File: src/sv/itarf_pkg.sv
`timescale 1ns / 1ps
// ----------------------------------------------------------------------------
// Integer to ASCII radix formatter: shared definitions
// Base codes, the per-number flag word, the back-end state type, character
// constants and the digit to character lookup.
// ----------------------------------------------------------------------------
package itarf_pkg;

  localparam int unsigned MAX_DIGITS_DEF = 30;
  localparam int unsigned VALUE_BITS_DEF = 64;
  localparam int unsigned QUEUE_DEPTH    = 2;

  // Encodings of the base_sel input field.
  localparam logic [1:0] BSEL_OCT = 2'd0;
  localparam logic [1:0] BSEL_DEC = 2'd1;
  localparam logic [1:0] BSEL_HEX = 2'd2;

  localparam logic [7:0] CH_MINUS  = 8'h2d;
  localparam logic [7:0] CH_ZERO   = 8'h30;
  localparam logic [7:0] CH_SPACE  = 8'h20;
  localparam logic [7:0] CH_A_UP   = 8'h41;
  localparam logic [7:0] CH_A_LO   = 8'h61;
  localparam logic [7:0] CH_X_UP   = 8'h58;
  localparam logic [7:0] CH_X_LO   = 8'h78;

  typedef enum logic [1:0] {
    BASE_OCT,
    BASE_DEC,
    BASE_HEX
  } base_e;

  typedef struct packed {
    logic  neg;
    base_e base;
    logic  pad_zero;
    logic  show_prefix;
    logic  upper;
  } flags_t;

  typedef enum logic [2:0] {
    ST_IDLE,
    ST_CONV,
    ST_SIGN,
    ST_PFX0,
    ST_PFXX,
    ST_DIGIT
  } state_e;

  function automatic logic [7:0] digit_char(input logic [3:0] d, input logic upper);
    logic [3:0] ofs;
    ofs = d - 4'd10;
    if (d < 4'd10) begin
      return CH_ZERO + {4'd0, d};
    end else if (upper) begin
      return CH_A_UP + {4'd0, ofs};
    end else begin
      return CH_A_LO + {4'd0, ofs};
    end
  endfunction

endpackage

File: src/sv/integer_to_ascii_radix_formatter_unit.sv
`timescale 1ns / 1ps
// ----------------------------------------------------------------------------
// Integer to ASCII radix formatter
// Formats one number per input word into ASCII characters, one character
// per output word, with the final character of each number marked.
// ----------------------------------------------------------------------------
//  Channel  | Handshake           | Word
//  ---------+---------------------+-------------------------------------------
//  input    | push_i / full_o     | value, is_signed, base_sel, min_digits,
//           |                     | pad_zero, show_prefix, uppercase
//  result   | empty_o / pop_i     | char_out, last_char
//
// A number is loaded from the input queue; in decimal the shift-and-add-3
// converter then takes its bits two a cycle; leading zero positions below
// (VALUE_BITS+2)/3 and at or above both the minimum count and the number's
// own digit count are skipped, and the characters are sent one a cycle while
// the result queue has room.
// A two-word queue sits between front and back end, another on the result
// side, so either side may stall without stopping the other.
// Reset is asynchronous and empties both queues and the converter.
// ----------------------------------------------------------------------------
module integer_to_ascii_radix_formatter_unit #(
  parameter int unsigned MAX_DIGITS = itarf_pkg::MAX_DIGITS_DEF,
  parameter int unsigned VALUE_BITS = itarf_pkg::VALUE_BITS_DEF
) (
  input  logic        clk_i,
  input  logic        rst_ni,
  input  logic        push_i,
  output logic        full_o,
  input  logic [63:0] value_i,
  input  logic        is_signed_i,
  input  logic [1:0]  base_sel_i,
  input  logic [4:0]  min_digits_i,
  input  logic        pad_zero_i,
  input  logic        show_prefix_i,
  input  logic        uppercase_i,
  output logic        empty_o,
  input  logic        pop_i,
  output logic [7:0]  char_out_o,
  output logic        last_char_o
);
  import itarf_pkg::*;

  localparam int unsigned MIND_W = $clog2(MAX_DIGITS + 1);
  localparam int unsigned FLG_W  = $bits(flags_t);
  localparam int unsigned Q_W    = VALUE_BITS + MIND_W + FLG_W;

  logic [VALUE_BITS-1:0] f_mag, b_mag;
  logic [MIND_W-1:0]     f_mind, b_mind;
  flags_t                f_flags, b_flags;
  logic [Q_W-1:0]        q_rdata;
  logic                  q_empty, q_pop;
  logic                  o_full, o_push;
  logic [7:0]            o_char;
  logic                  o_last;

  itarf_front #(
    .VALUE_BITS (VALUE_BITS),
    .MAX_DIGITS (MAX_DIGITS)
  ) u_front (
    .value_i       (value_i),
    .is_signed_i   (is_signed_i),
    .base_sel_i    (base_sel_i),
    .min_digits_i  (min_digits_i),
    .pad_zero_i    (pad_zero_i),
    .show_prefix_i (show_prefix_i),
    .uppercase_i   (uppercase_i),
    .mag_o         (f_mag),
    .mind_o        (f_mind),
    .flags_o       (f_flags)
  );

  itarf_fifo #(
    .WIDTH (Q_W),
    .DEPTH (QUEUE_DEPTH)
  ) u_item_q (
    .clk_i   (clk_i),
    .rst_ni  (rst_ni),
    .push_i  (push_i),
    .wdata_i ({f_mag, f_mind, f_flags}),
    .full_o  (full_o),
    .pop_i   (q_pop),
    .rdata_o (q_rdata),
    .empty_o (q_empty)
  );

  assign b_mag   = q_rdata[Q_W-1 -: VALUE_BITS];
  assign b_mind  = q_rdata[FLG_W +: MIND_W];
  assign b_flags = flags_t'(q_rdata[FLG_W-1:0]);

  itarf_back #(
    .VALUE_BITS (VALUE_BITS),
    .MAX_DIGITS (MAX_DIGITS)
  ) u_back (
    .clk_i      (clk_i),
    .rst_ni     (rst_ni),
    .in_empty_i (q_empty),
    .in_pop_o   (q_pop),
    .mag_i      (b_mag),
    .mind_i     (b_mind),
    .flags_i    (b_flags),
    .out_full_i (o_full),
    .out_push_o (o_push),
    .char_o     (o_char),
    .last_o     (o_last)
  );

  itarf_fifo #(
    .WIDTH (9),
    .DEPTH (QUEUE_DEPTH)
  ) u_char_q (
    .clk_i   (clk_i),
    .rst_ni  (rst_ni),
    .push_i  (o_push),
    .wdata_i ({o_last, o_char}),
    .full_o  (o_full),
    .pop_i   (pop_i),
    .rdata_o ({last_char_o, char_out_o}),
    .empty_o (empty_o)
  );

endmodule

File: src/sv/itarf_fifo.sv
`timescale 1ns / 1ps
// ----------------------------------------------------------------------------
// Small word queue
// A shallow first-in first-out buffer with full and empty flags.
// ----------------------------------------------------------------------------
module itarf_fifo #(
  parameter int unsigned WIDTH = 8,
  parameter int unsigned DEPTH = 2
) (
  input  logic             clk_i,
  input  logic             rst_ni,
  input  logic             push_i,
  input  logic [WIDTH-1:0] wdata_i,
  output logic             full_o,
  input  logic             pop_i,
  output logic [WIDTH-1:0] rdata_o,
  output logic             empty_o
);
  localparam int unsigned PTR_W = (DEPTH > 1) ? $clog2(DEPTH) : 1;
  localparam int unsigned CNT_W = $clog2(DEPTH + 1);

  logic [WIDTH-1:0] mem_q [DEPTH];
  logic [PTR_W-1:0] wr_ptr_q, rd_ptr_q;
  logic [CNT_W-1:0] count_q;
  logic             do_push, do_pop;

  assign full_o  = (count_q == CNT_W'(DEPTH));
  assign empty_o = (count_q == '0);
  assign do_push = push_i && !full_o;
  assign do_pop  = pop_i && !empty_o;
  assign rdata_o = mem_q[rd_ptr_q];

  always_ff @(posedge clk_i) begin
    if (do_push) begin
      mem_q[wr_ptr_q] <= wdata_i;
    end
  end

  always_ff @(posedge clk_i or negedge rst_ni) begin
    if (!rst_ni) begin
      wr_ptr_q <= '0;
      rd_ptr_q <= '0;
      count_q  <= '0;
    end else begin
      if (do_push) begin
        wr_ptr_q <= (wr_ptr_q == PTR_W'(DEPTH - 1)) ? '0 : wr_ptr_q + 1'b1;
      end
      if (do_pop) begin
        rd_ptr_q <= (rd_ptr_q == PTR_W'(DEPTH - 1)) ? '0 : rd_ptr_q + 1'b1;
      end
      if (do_push && !do_pop) begin
        count_q <= count_q + 1'b1;
      end else if (do_pop && !do_push) begin
        count_q <= count_q - 1'b1;
      end
    end
  end

endmodule

File: src/sv/itarf_front.sv
`timescale 1ns / 1ps
// ----------------------------------------------------------------------------
// Formatter front end
// Classifies an incoming number: sign and magnitude, base, saturated
// minimum digit count and formatting flags.
// ----------------------------------------------------------------------------
module itarf_front #(
  parameter int unsigned VALUE_BITS = 64,
  parameter int unsigned MAX_DIGITS = 30
) (
  input  logic [63:0]                      value_i,
  input  logic                             is_signed_i,
  input  logic [1:0]                       base_sel_i,
  input  logic [4:0]                       min_digits_i,
  input  logic                             pad_zero_i,
  input  logic                             show_prefix_i,
  input  logic                             uppercase_i,
  output logic [VALUE_BITS-1:0]            mag_o,
  output logic [$clog2(MAX_DIGITS+1)-1:0]  mind_o,
  output itarf_pkg::flags_t                flags_o
);
  import itarf_pkg::*;

  localparam int unsigned MIND_W = $clog2(MAX_DIGITS + 1);

  logic [VALUE_BITS-1:0] v;
  logic                  neg;

  assign v   = value_i[VALUE_BITS-1:0];
  assign neg = is_signed_i && v[VALUE_BITS-1];

  // The most negative value negates onto itself, which is its exact magnitude.
  assign mag_o = neg ? (~v + {{(VALUE_BITS-1){1'b0}}, 1'b1}) : v;

  always_comb begin
    if (int'(min_digits_i) > int'(MAX_DIGITS)) begin
      mind_o = MIND_W'(MAX_DIGITS);
    end else begin
      mind_o = MIND_W'(min_digits_i);
    end
  end

  always_comb begin
    flags_o.neg         = neg;
    flags_o.pad_zero    = pad_zero_i;
    flags_o.show_prefix = show_prefix_i;
    flags_o.upper       = uppercase_i;
    // The unused selector code is taken as hexadecimal.
    unique case (base_sel_i)
      BSEL_OCT: flags_o.base = BASE_OCT;
      BSEL_DEC: flags_o.base = BASE_DEC;
      default:  flags_o.base = BASE_HEX;
    endcase
  end

endmodule

File: src/sv/itarf_back.sv
`timescale 1ns / 1ps
// ----------------------------------------------------------------------------
// Formatter back end
// Converts a classified number into digits and sends sign, prefix, padding and
// digits out most significant first, one character a cycle when the output has room.
// ----------------------------------------------------------------------------
module itarf_back #(
  parameter int unsigned VALUE_BITS = 64,
  parameter int unsigned MAX_DIGITS = 30
) (
  input  logic                             clk_i,
  input  logic                             rst_ni,
  input  logic                             in_empty_i,
  output logic                             in_pop_o,
  input  logic [VALUE_BITS-1:0]            mag_i,
  input  logic [$clog2(MAX_DIGITS+1)-1:0]  mind_i,
  input  itarf_pkg::flags_t                flags_i,
  input  logic                             out_full_i,
  output logic                             out_push_o,
  output logic [7:0]                       char_o,
  output logic                             last_o
);
  import itarf_pkg::*;

  localparam int unsigned MIND_W = $clog2(MAX_DIGITS + 1);
  localparam int unsigned POS_W  = $clog2(MAX_DIGITS);
  // Octal needs the most digits; decimal and hex fit in as many.
  localparam int unsigned NDIG   = (VALUE_BITS + 2) / 3;
  localparam int unsigned IDX_W  = $clog2(NDIG);
  localparam int unsigned DIG_W  = 4 * NDIG;
  localparam int unsigned SH_W   = VALUE_BITS + (VALUE_BITS % 2);
  localparam int unsigned STEPS  = SH_W / 2;
  localparam int unsigned CNT_W  = $clog2(STEPS);

  state_e              state_q, state_d;
  logic [DIG_W-1:0]    dig_q, dig_d;
  logic [SH_W-1:0]     sh_q, sh_d;
  logic [CNT_W-1:0]    cnt_q, cnt_d;
  logic [POS_W-1:0]    pos_q, pos_d;
  logic                seen_q, seen_d;
  logic [MIND_W-1:0]   mind_q, mind_d;
  flags_t              flags_q, flags_d;

  logic [DIG_W-1:0]    ext, oct_dig;
  logic [3:0]          cur_dig;
  logic                cur_zero, lead, skip;
  logic [7:0]          pad_char;

  // One shift-and-add-3 step of the binary to BCD conversion.
  function automatic logic [DIG_W-1:0] dabble(input logic [DIG_W-1:0] b, input logic bit_in);
    logic [DIG_W-1:0] t;
    t = b;
    for (int i = 0; i < int'(NDIG); i++) begin
      if (t[4*i +: 4] >= 4'd5) begin
        t[4*i +: 4] = t[4*i +: 4] + 4'd3;
      end
    end
    return {t[DIG_W-2:0], bit_in};
  endfunction

  function automatic state_e after_conv(input flags_t f);
    if (f.neg) begin
      return ST_SIGN;
    end else if (f.show_prefix && (f.base != BASE_DEC)) begin
      return ST_PFX0;
    end else begin
      return ST_DIGIT;
    end
  endfunction

  assign ext = DIG_W'(mag_i);

  always_comb begin
    for (int k = 0; k < int'(NDIG); k++) begin
      oct_dig[4*k +: 4] = {1'b0, ext[3*k +: 3]};
    end
  end

  assign cur_dig  = (pos_q < POS_W'(NDIG)) ? dig_q[4*pos_q[IDX_W-1:0] +: 4] : 4'd0;
  assign cur_zero = (cur_dig == 4'd0);
  // A leading zero above the lowest position is padding or is dropped.
  assign lead     = !seen_q && cur_zero && (pos_q != '0);
  assign skip     = lead && (MIND_W'(pos_q) >= mind_q);
  assign pad_char = flags_q.pad_zero ? CH_ZERO : CH_SPACE;

  always_comb begin
    state_d    = state_q;
    dig_d      = dig_q;
    sh_d       = sh_q;
    cnt_d      = cnt_q;
    pos_d      = pos_q;
    seen_d     = seen_q;
    mind_d     = mind_q;
    flags_d    = flags_q;
    in_pop_o   = 1'b0;
    out_push_o = 1'b0;
    char_o     = CH_ZERO;
    last_o     = 1'b0;

    unique case (state_q)
      ST_IDLE: begin
        if (!in_empty_i) begin
          in_pop_o = 1'b1;
          flags_d  = flags_i;
          mind_d   = mind_i;
          seen_d   = 1'b0;
          cnt_d    = '0;
          sh_d     = SH_W'(mag_i);
          pos_d    = (mind_i > MIND_W'(NDIG)) ? POS_W'(mind_i - MIND_W'(1))
                                              : POS_W'(NDIG - 1);
          unique case (flags_i.base)
            BASE_OCT: begin
              dig_d   = oct_dig;
              state_d = after_conv(flags_i);
            end
            BASE_DEC: begin
              dig_d   = '0;
              state_d = ST_CONV;
            end
            default: begin
              dig_d   = ext;
              state_d = after_conv(flags_i);
            end
          endcase
        end
      end
      ST_CONV: begin
        dig_d = dabble(dabble(dig_q, sh_q[SH_W-1]), sh_q[SH_W-2]);
        sh_d  = {sh_q[SH_W-3:0], 2'b00};
        cnt_d = cnt_q + 1'b1;
        if (cnt_q == CNT_W'(STEPS - 1)) begin
          state_d = after_conv(flags_q);
        end
      end
      ST_SIGN: begin
        char_o     = CH_MINUS;
        out_push_o = !out_full_i;
        if (!out_full_i) begin
          state_d = (flags_q.show_prefix && (flags_q.base != BASE_DEC)) ? ST_PFX0 : ST_DIGIT;
        end
      end
      ST_PFX0: begin
        char_o     = CH_ZERO;
        out_push_o = !out_full_i;
        if (!out_full_i) begin
          state_d = (flags_q.base == BASE_HEX) ? ST_PFXX : ST_DIGIT;
        end
      end
      ST_PFXX: begin
        char_o     = flags_q.upper ? CH_X_UP : CH_X_LO;
        out_push_o = !out_full_i;
        if (!out_full_i) begin
          state_d = ST_DIGIT;
        end
      end
      ST_DIGIT: begin
        char_o = lead ? pad_char : digit_char(cur_dig, flags_q.upper);
        last_o = (pos_q == '0);
        if (skip) begin
          pos_d = pos_q - 1'b1;
        end else if (!out_full_i) begin
          out_push_o = 1'b1;
          if (!cur_zero) begin
            seen_d = 1'b1;
          end
          if (pos_q == '0) begin
            state_d = ST_IDLE;
          end else begin
            pos_d = pos_q - 1'b1;
          end
        end
      end
      default: begin
        state_d = ST_IDLE;
      end
    endcase
  end

  always_ff @(posedge clk_i or negedge rst_ni) begin
    if (!rst_ni) begin
      state_q <= ST_IDLE;
      cnt_q   <= '0;
      pos_q   <= '0;
      seen_q  <= 1'b0;
    end else begin
      state_q <= state_d;
      cnt_q   <= cnt_d;
      pos_q   <= pos_d;
      seen_q  <= seen_d;
    end
  end

  always_ff @(posedge clk_i) begin
    dig_q   <= dig_d;
    sh_q    <= sh_d;
    mind_q  <= mind_d;
    flags_q <= flags_d;
  end

endmodule

File: config.mk
export PLATFORM = sky130hd
export DESIGN_NAME = integer_to_ascii_radix_formatter_unit
export DESIGN_NICKNAME = d
export VERILOG_FILES = /design/src/sv/itarf_pkg.sv /design/src/sv/integer_to_ascii_radix_formatter_unit.sv /design/src/sv/itarf_fifo.sv /design/src/sv/itarf_front.sv /design/src/sv/itarf_back.sv
export SDC_FILE = /design/constraint.sdc
export NUM_CORES = 1
export LEC_CHECK = 0
export ABC_AREA = 1
export BUFFER_PORTS_ARGS = -buffer_cell sky130_fd_sc_hd__buf_4
export CORE_MARGIN = 2
export CORE_UTILIZATION = 55
export DETAILED_ROUTE_END_ITERATION = 6
export GPL_ROUTABILITY_DRIVEN = 0
export PLACE_DENSITY = 0.75
export SYNTH_ARGS = -nofsm -noshare
export SYNTH_HDL_FRONTEND = slang
export SYNTH_SLANG_ARGS = --single-unit
export TNS_END_PERCENT = 10
File: constraint.sdc
create_clock -name clk_i -period 15.5 [get_ports clk_i]
set_input_delay 2.325 -clock clk_i [delete_from_list [all_inputs] [get_ports clk_i]]
set_output_delay 2.325 -clock clk_i [all_outputs]
set_load 0.03 [all_outputs]
# --- Word level (Yosys, flattened, before mapping) ---
# Memories as Yosys holds them, arrays and structs flattened.
# Cells that the tools add are included.
word_totals:
  out_inout_bits: 11
  ff_bits: 185
  ram_bits: 168
  inputBits: 79
  wordCells: 324
  mem_count: 2
memory_table:
  columns: ["memory", "words", "width", "read_ports", "rd_clocked_by_memory_dff", "write_ports", "line", "rtl"]
  rows:
  - ["u_item_q.mem_q", 2, 75, 1, 0, 1, "itarf_fifo.sv:22", "logic [WIDTH-1:0] mem_q [DEPTH];"]
  - ["u_char_q.mem_q", 2, 9, 1, 0, 1, "itarf_fifo.sv:22", null]
classes:
  addsub: 60
  bitwise_logic: 2
  n_lt_le_gt_ge: 49
  n_shift: 1
  n_mux: 127
  eq_ne: 24
  reduce_logical: 41
ops:
  columns: ["op", "count"]
  rows:
  - ["2-to-1 mux 4 bit", 64]
  - ["greater-or-equal comparator 4 x 3 -> 1 bit, second input constant", 44]
  - ["case mux 88 bit (2 select lines)", 1]
  - ["case mux 85 bit (2 select lines)", 1]
  - ["adder 4 x 2 -> 4 bit, second input constant", 42]
  - ["2-to-1 mux 64 bit", 2]
  - ["case mux 64 bit (2 select lines)", 1]
  - ["2-to-1 mux 88 bit", 1]
  - ["indexed part select 88 x 8 -> 4 bit", 1]
  - ["adder 64 x 1 -> 64 bit, second input constant", 1]
  - ["inverter 64 bit", 1]
  - ["2-to-1 mux 3 bit", 16]
  - ["2-to-1 mux 5 bit", 8]
  - ["2-to-1 mux 8 bit", 3]
  - ["case mux 8 bit (3 select lines)", 1]
  - ["case mux 5 bit (2 select lines)", 2]
  - ["2-to-1 mux 1 bit", 18]
  - ["case mux 3 bit (6 select lines)", 1]
  - ["adder 7 x 4 -> 8 bit, first input constant", 2]
  - ["logical AND 1 bit", 14]
  - ["!= test 2 bit, second input constant", 7]
  - ["> comparator 5 bit, second input constant", 2]
  - ["subtractor 5 x 1 -> 5 bit, second input constant", 2]
  - ["zero test 1 bit", 9]
  - ["35 further kinds", 60]

# --- Longest topological paths before layout ---
depth:
  depth_word: 13
  ltp_mapped: 21
  depth_no_buf: 19

# --- By module ---
# From an unflattened synthesis, not the netlist that was laid out.
unflattened:
  hier_cells: 2683
  hier_area_um2: 22143.7
modules_own_cells:
  columns: ["mod", "cells_per_inst", "n_inst", "area_each_um2"]
  rows:
  - ["itarf_back", 1663, 1, 13061.3]
  - ["itarf_fifo at u_item_q", 424, 1, 5705.5]
  - ["itarf_front", 518, 1, 2496.1]
  - ["itarf_fifo at u_char_q", 78, 1, 880.8]

# --- Least setup slack after synthesis ---
# No wires, ideal clock.
synth_path:
  kind: "input to register"
  from: "in push_i"
  to: "mem u_item_q.mem_q[1][0] in the netlist's numbering (enable)"
  n_path_buf: 0
  slack_ns: 9.371
  setup_time_ns: 0.510
  stages: 2
  arrival_time_ns: 5.619
  cell_sequence: "o21ai_0 nor2_1"
synth_via:
  elab_chain_len: 3
synth_lines:
  columns: ["item", "line", "rtl"]
  rows:
  - ["start, declared", "integer_to_ascii_radix_formatter_unit.sv:28", "input logic push_i,"]
  - ["logical AND 1 bit", "itarf_fifo.sv:29", "assign do_push = push_i && !full_o;"]
  - ["2-to-1 mux 1 bit", "itarf_fifo.sv:34", "if (do_push) begin"]
  - ["2-to-1 mux 1 bit (not written as such)", "itarf_fifo.sv:35", "mem_q[wr_ptr_q] <= wdata_i;"]
  - ["end, declared", "itarf_fifo.sv:22", null]
# Every way passes these cells.

# --- Final worst setup path ---
layout_path:
  from: "reg u_back.pos_q[0]"
  to: "reg u_char_q.count_q[1]"
layout_via:
  elab_chain_len: 12
  word_cells_on_any_way: 17
  classes_between: "2 x order compare; 1 x shift; 4 x mux; 10 x reduce/logical"
layout_lines:
  columns: ["item", "line", "rtl"]
  rows:
  - ["start, declared", "itarf_back.sv:39", "logic [POS_W-1:0] pos_q, pos_d;"]
  - ["start signal, assigned", "itarf_back.sv:188", "pos_q <= pos_d;"]
  - ["indexed part select 88 x 8 -> 4 bit / less-than comparator 5 bit (equally long branches)", "itarf_back.sv:79", "assign cur_dig = (pos_q < POS_W'(NDIG)) ? dig_q[4*pos_q[IDX_W-1:0] +: 4] : 4'd0;"]
  - ["2-to-1 mux 4 bit", "itarf_back.sv:79", null]
  - ["zero test 4 bit", "itarf_back.sv:80", "assign cur_zero = (cur_dig == 4'd0);"]
  - ["logical AND 1 bit (2 in series)", "itarf_back.sv:82", "assign lead = !seen_q && cur_zero && (pos_q != '0);"]
  - ["logical AND 1 bit (*)", "itarf_back.sv:83", "assign skip = lead && (MIND_W'(pos_q) >= mind_q);"]
  - ["2-to-1 mux 1 bit (*)", "itarf_back.sv:159", "if (skip) begin"]
  - ["case mux 1 bit (2 select lines) (*)", "itarf_back.sv:100", "unique case (state_q)"]
  - ["logical AND 1 bit (*)", "itarf_fifo.sv:29", null]
  - ["via u_char_q.do_push", "itarf_fifo.sv:25", "logic do_push, do_pop;"]
  - ["zero test 1 bit", "itarf_fifo.sv:53", "end else if (do_pop && !do_push) begin"]
  - ["logical AND 1 bit", "itarf_fifo.sv:53", null]
  - ["nonzero test 2 bit (no source line)", null, null]
  - ["end signal, assigned", "itarf_fifo.sv:52", "count_q <= count_q + 1'b1;"]
  - ["end signal, assigned", "itarf_fifo.sv:54", "count_q <= count_q - 1'b1;"]
  - ["end, declared", "itarf_fifo.sv:24", "logic [CNT_W-1:0] count_q;"]
# Mark *: on every way through the listed nets, which the timed path passes. The rest lies on a longest branch.
# A chain may end at the register's enable or synchronous reset.

==> run_results.csv <==
group,metric,value,unit
run_status,status,"finished clean",
routing,drc,0,
floorplan,ios,90,
clocking,postCtsHoldBufs,0,
worst_setup_path,worstSetupPathType,"reg -> reg",
worst_setup_path,worstReg2RegStart,"u_back.pos_q[0]",
timing,finalCriticalPeriod,4.07,ns
routing,drt_pre_antenna_iters,6,
layout,fill_cells,3149,
worst_setup_path,slowest_stage,"dfrtp_2",
synth,ys_ff_latch,351,
timing,period_share,26.3,%
timing,finalSetupViolations,0,
worst_setup_path,arrival,4.48,ns
floorplan,die-width,201,um
clocking,clk_pin_slew,0.06,ns
synth,postSynthCellCount,2381,
synth,synth_edf_count,329,
global_route,grt_start_max_net_pins,75,
synth,synth_top_area_share,46.4,%
layout,layout_commonest_cell,"nand2_1",
clocking,cts_sinks,351,
floorplan,dieArea,0.0403,mm^2
worst_setup_path,r2r_cells,18,
worst_setup_path,path_buf_inv,1,
clocking,cts_buffer_depth,3,
placement,io_buffers,88,
timing,fmax,0.246,GHz
min_path,min_to,"u_back.cnt_q[0]",
floorplan,placementRows,72,
timing,tns,0,ns
worst_setup_path,critPathTopFamily,"simple AND/OR/NAND/NOR gates",
global_route,met1_usage,33.2,%
worst_setup_path,crit_chain,"inv_4 -> nor2_1 -> nor3_1 -> nor2_1 -> nand2_1 -> nand2_1 -> a21oi_2 -> nor2_1 -> ha_1 -> nand3_1 -> nor2_2 -> nand3_2 -> nand3_2 -> nand2_1 -> ha_1 -> a21oi_1 -> o21ai_0 -> xor2_1",
global_route,grt_util_met2,43.7,%
worst_setup_path,critPathMaxFanout,63,
layout,nNetsFinal,2627,
clocking,cts_setup_buffers,0,
synth,ys_warn_count,0,
worst_setup_path,cpPeakStageDelay,1.12,ns
clocking,cts_buffers,38,
worst_setup_path,regToRegSetupSlack,11.43,ns
min_path,hold_depth,1,
clocking,clockRootBuffer,"clkbuf_16",
global_route,busiest_layer,"met2",
worst_setup_path,required,15.91,ns
routing,routed_wl,51600,um
layout,diodes,0,
min_path,holdCritStartpoint,"u_back.cnt_q[0]",
clocking,cts_tree,"yes",
global_route,grt_pass1_vias,16849,
timing,rsz0062_at_grt,"false",
layout,final_cell_mix,"nand2_1 (534), edfxtp_1 (329), inv_1 (292)",
synth,avgSynthCellArea,8.95,um^2
clocking,clk_latency,0.54,ns
synth,synthDistinctLibCells,55,
timing,clock-skew-final,0.0188,ns
clocking,cts_resized,0,
global_route,gr-total-overflow,0,
routing,dr.first_iter.drc_count,1586,
clocking,htree_levels,2,
floorplan,start_util,55.4,%
worst_setup_path,endpoint_kind,"flop",
synth,ys_top_cells_by_area,"edfxtp_1 (46%), nand2_1 (9.4%), ha_1 (6.2%), inv_1 (5.1%), o21ai_0 (4.5%)",
routing,postRouteAntennaNets,0,
synth,synth-seq-area-share,48.9,%
synth,synth-main-ff-cell,"edfxtp_1",
routing,avgRoutedWirePerCell,17.3,um
worst_setup_path,start_kind,"flop",
floorplan,coreArea,0.0385,mm^2
job,drv_cap,0,
layout,syn2layout_area_growth,10.4,%
synth,synth_nets,2565,
timing,hold_viol,0,
synth,synthArstFlopShare,6.27,%
routing,viasPerCell,5.72,
routing,via_count,17073,
worst_setup_path,r2r-end,"u_char_q.count_q[1]",
synth,syn-cell-area,0.0213,mm^2
min_path,hp-class,"reg -> reg",
global_route,grt_pass1_wl,83900,um
global_route,antenna_found_initial,0,
timing,worstMarginPinSlew,1.14,ns
floorplan,chipHeight,201,um
global_route,grt_usage,25.6,%
layout,final_layout_size_suffix_gt1_share,10.7,%
timing,relSlewSlack,23.8,%
global_route,grt.met3_usage,3.21,%
synth,synth_top_area_cell,"edfxtp_1",
timing,drv_slew,0,
placement,hpwl,36300,um
## worst max-delay path by stage
stage,start,end,slack [ns],depth (start not counted)
2_1_floorplan,push_i,u_item_q.mem_q[1][0],9.37,2
3_3_place_gp,value_i[0],u_item_q.mem_q[0][63],11.07,14
3_5_place_dp,value_i[0],u_item_q.mem_q[0][63],11.03,14
4_1_cts,u_char_q.rd_ptr_q,char_out_o[5],11.42,4
5_1_grt,u_back.pos_q[0],u_char_q.count_q[1],11.05,18
6_report,u_back.pos_q[0],u_char_q.count_q[1],11.43,18
## synthesized netlist by cell type (43+ instances only)
| cell type | instances |
|---|---|
| nor2_1 | 142 |
| edfxtp_1 | 329 |
| nand2_1 | 535 |
| inv_1 | 292 |
| o221ai_1 | 43 |
| or2_2 | 57 |
| a21oi_1 | 151 |
| o211ai_1 | 78 |
| ha_1 | 105 |
| xor2_1 | 91 |
| o21ai_0 | 192 |
| clkbuf_1 | 48 |
| nand3_1 | 68 |
## registers in the layout, indices dropped and copies added (netlist names), 2 cells and up
register and count:
u_back.dig_q 88, u_back.state_q 3, u_item_q.mem_q 150, u_back.cnt_q 5
u_back.sh_q 64, u_char_q.mem_q 16, u_back.flags_q 6, u_char_q.count_q 2
u_back.mind_q 5, u_item_q.count_q 2, u_back.pos_q 5
## kinds of logic (layout without fill, tap and decap cells)
| logic type | after synthesis | after routing | share of synthesized area [%] |
|---|---|---|---|
| fa+ha+maj | 105 | 105 | 6.16 |
| mux | 1 | 1 | 0.0470 |
| other cells | 1 | 1 | 0.0176 |
| compound gates | 545 | 545 | 15.3 |
| xor+xnor | 115 | 115 | 4.73 |
| buf+inv | 383 | 469 | 7.22 |
| simple gates | 880 | 880 | 17.6 |
| flops | 351 | 351 | 48.9 |
## metrics by stage
step	util [%]	worst slack, ns	area (um^2)	hold WS [ns]	cells
2_1_floorplan	-	9.37	21300	0.467	2381
3_3_place_gp	58.2	11.07	22400	0.483	2921
3_5_place_dp	58.2	11.03	22400	0.491	2921
4_1_cts	61.2	11.42	23500	0.502	2985
5_1_grt	61.2	11.05	23500	0.527	2985
6_report	61.2	11.43	23500	0.502	2985
## layer usage
layer	share of wire [%]	vias to the layer above	wire length, um
li1	-	8266	-
met1	42	8041	21900
met2	48	644	24600
met3	6.6	122	3410
met4	3.4	0	1760
met5	0	-	0
## final cells by class
type / instances / area, um^2 / area share [%]
multi-input combinational: 1647 / 9380 / 39.9
clock buffer: 46 / 1030 / 4.39
tap: 518 / 648 / 2.75
timing repair buffer: 103 / 773 / 3.29
clock inverter: 18 / 121 / 0.516
sequential: 351 / 10400 / 44.3
inverter: 302 / 1140 / 4.83
Power is left out: the tool's default activity adds up to more than one toggle a clock period on the data nets, which glitch-free logic cannot reach.
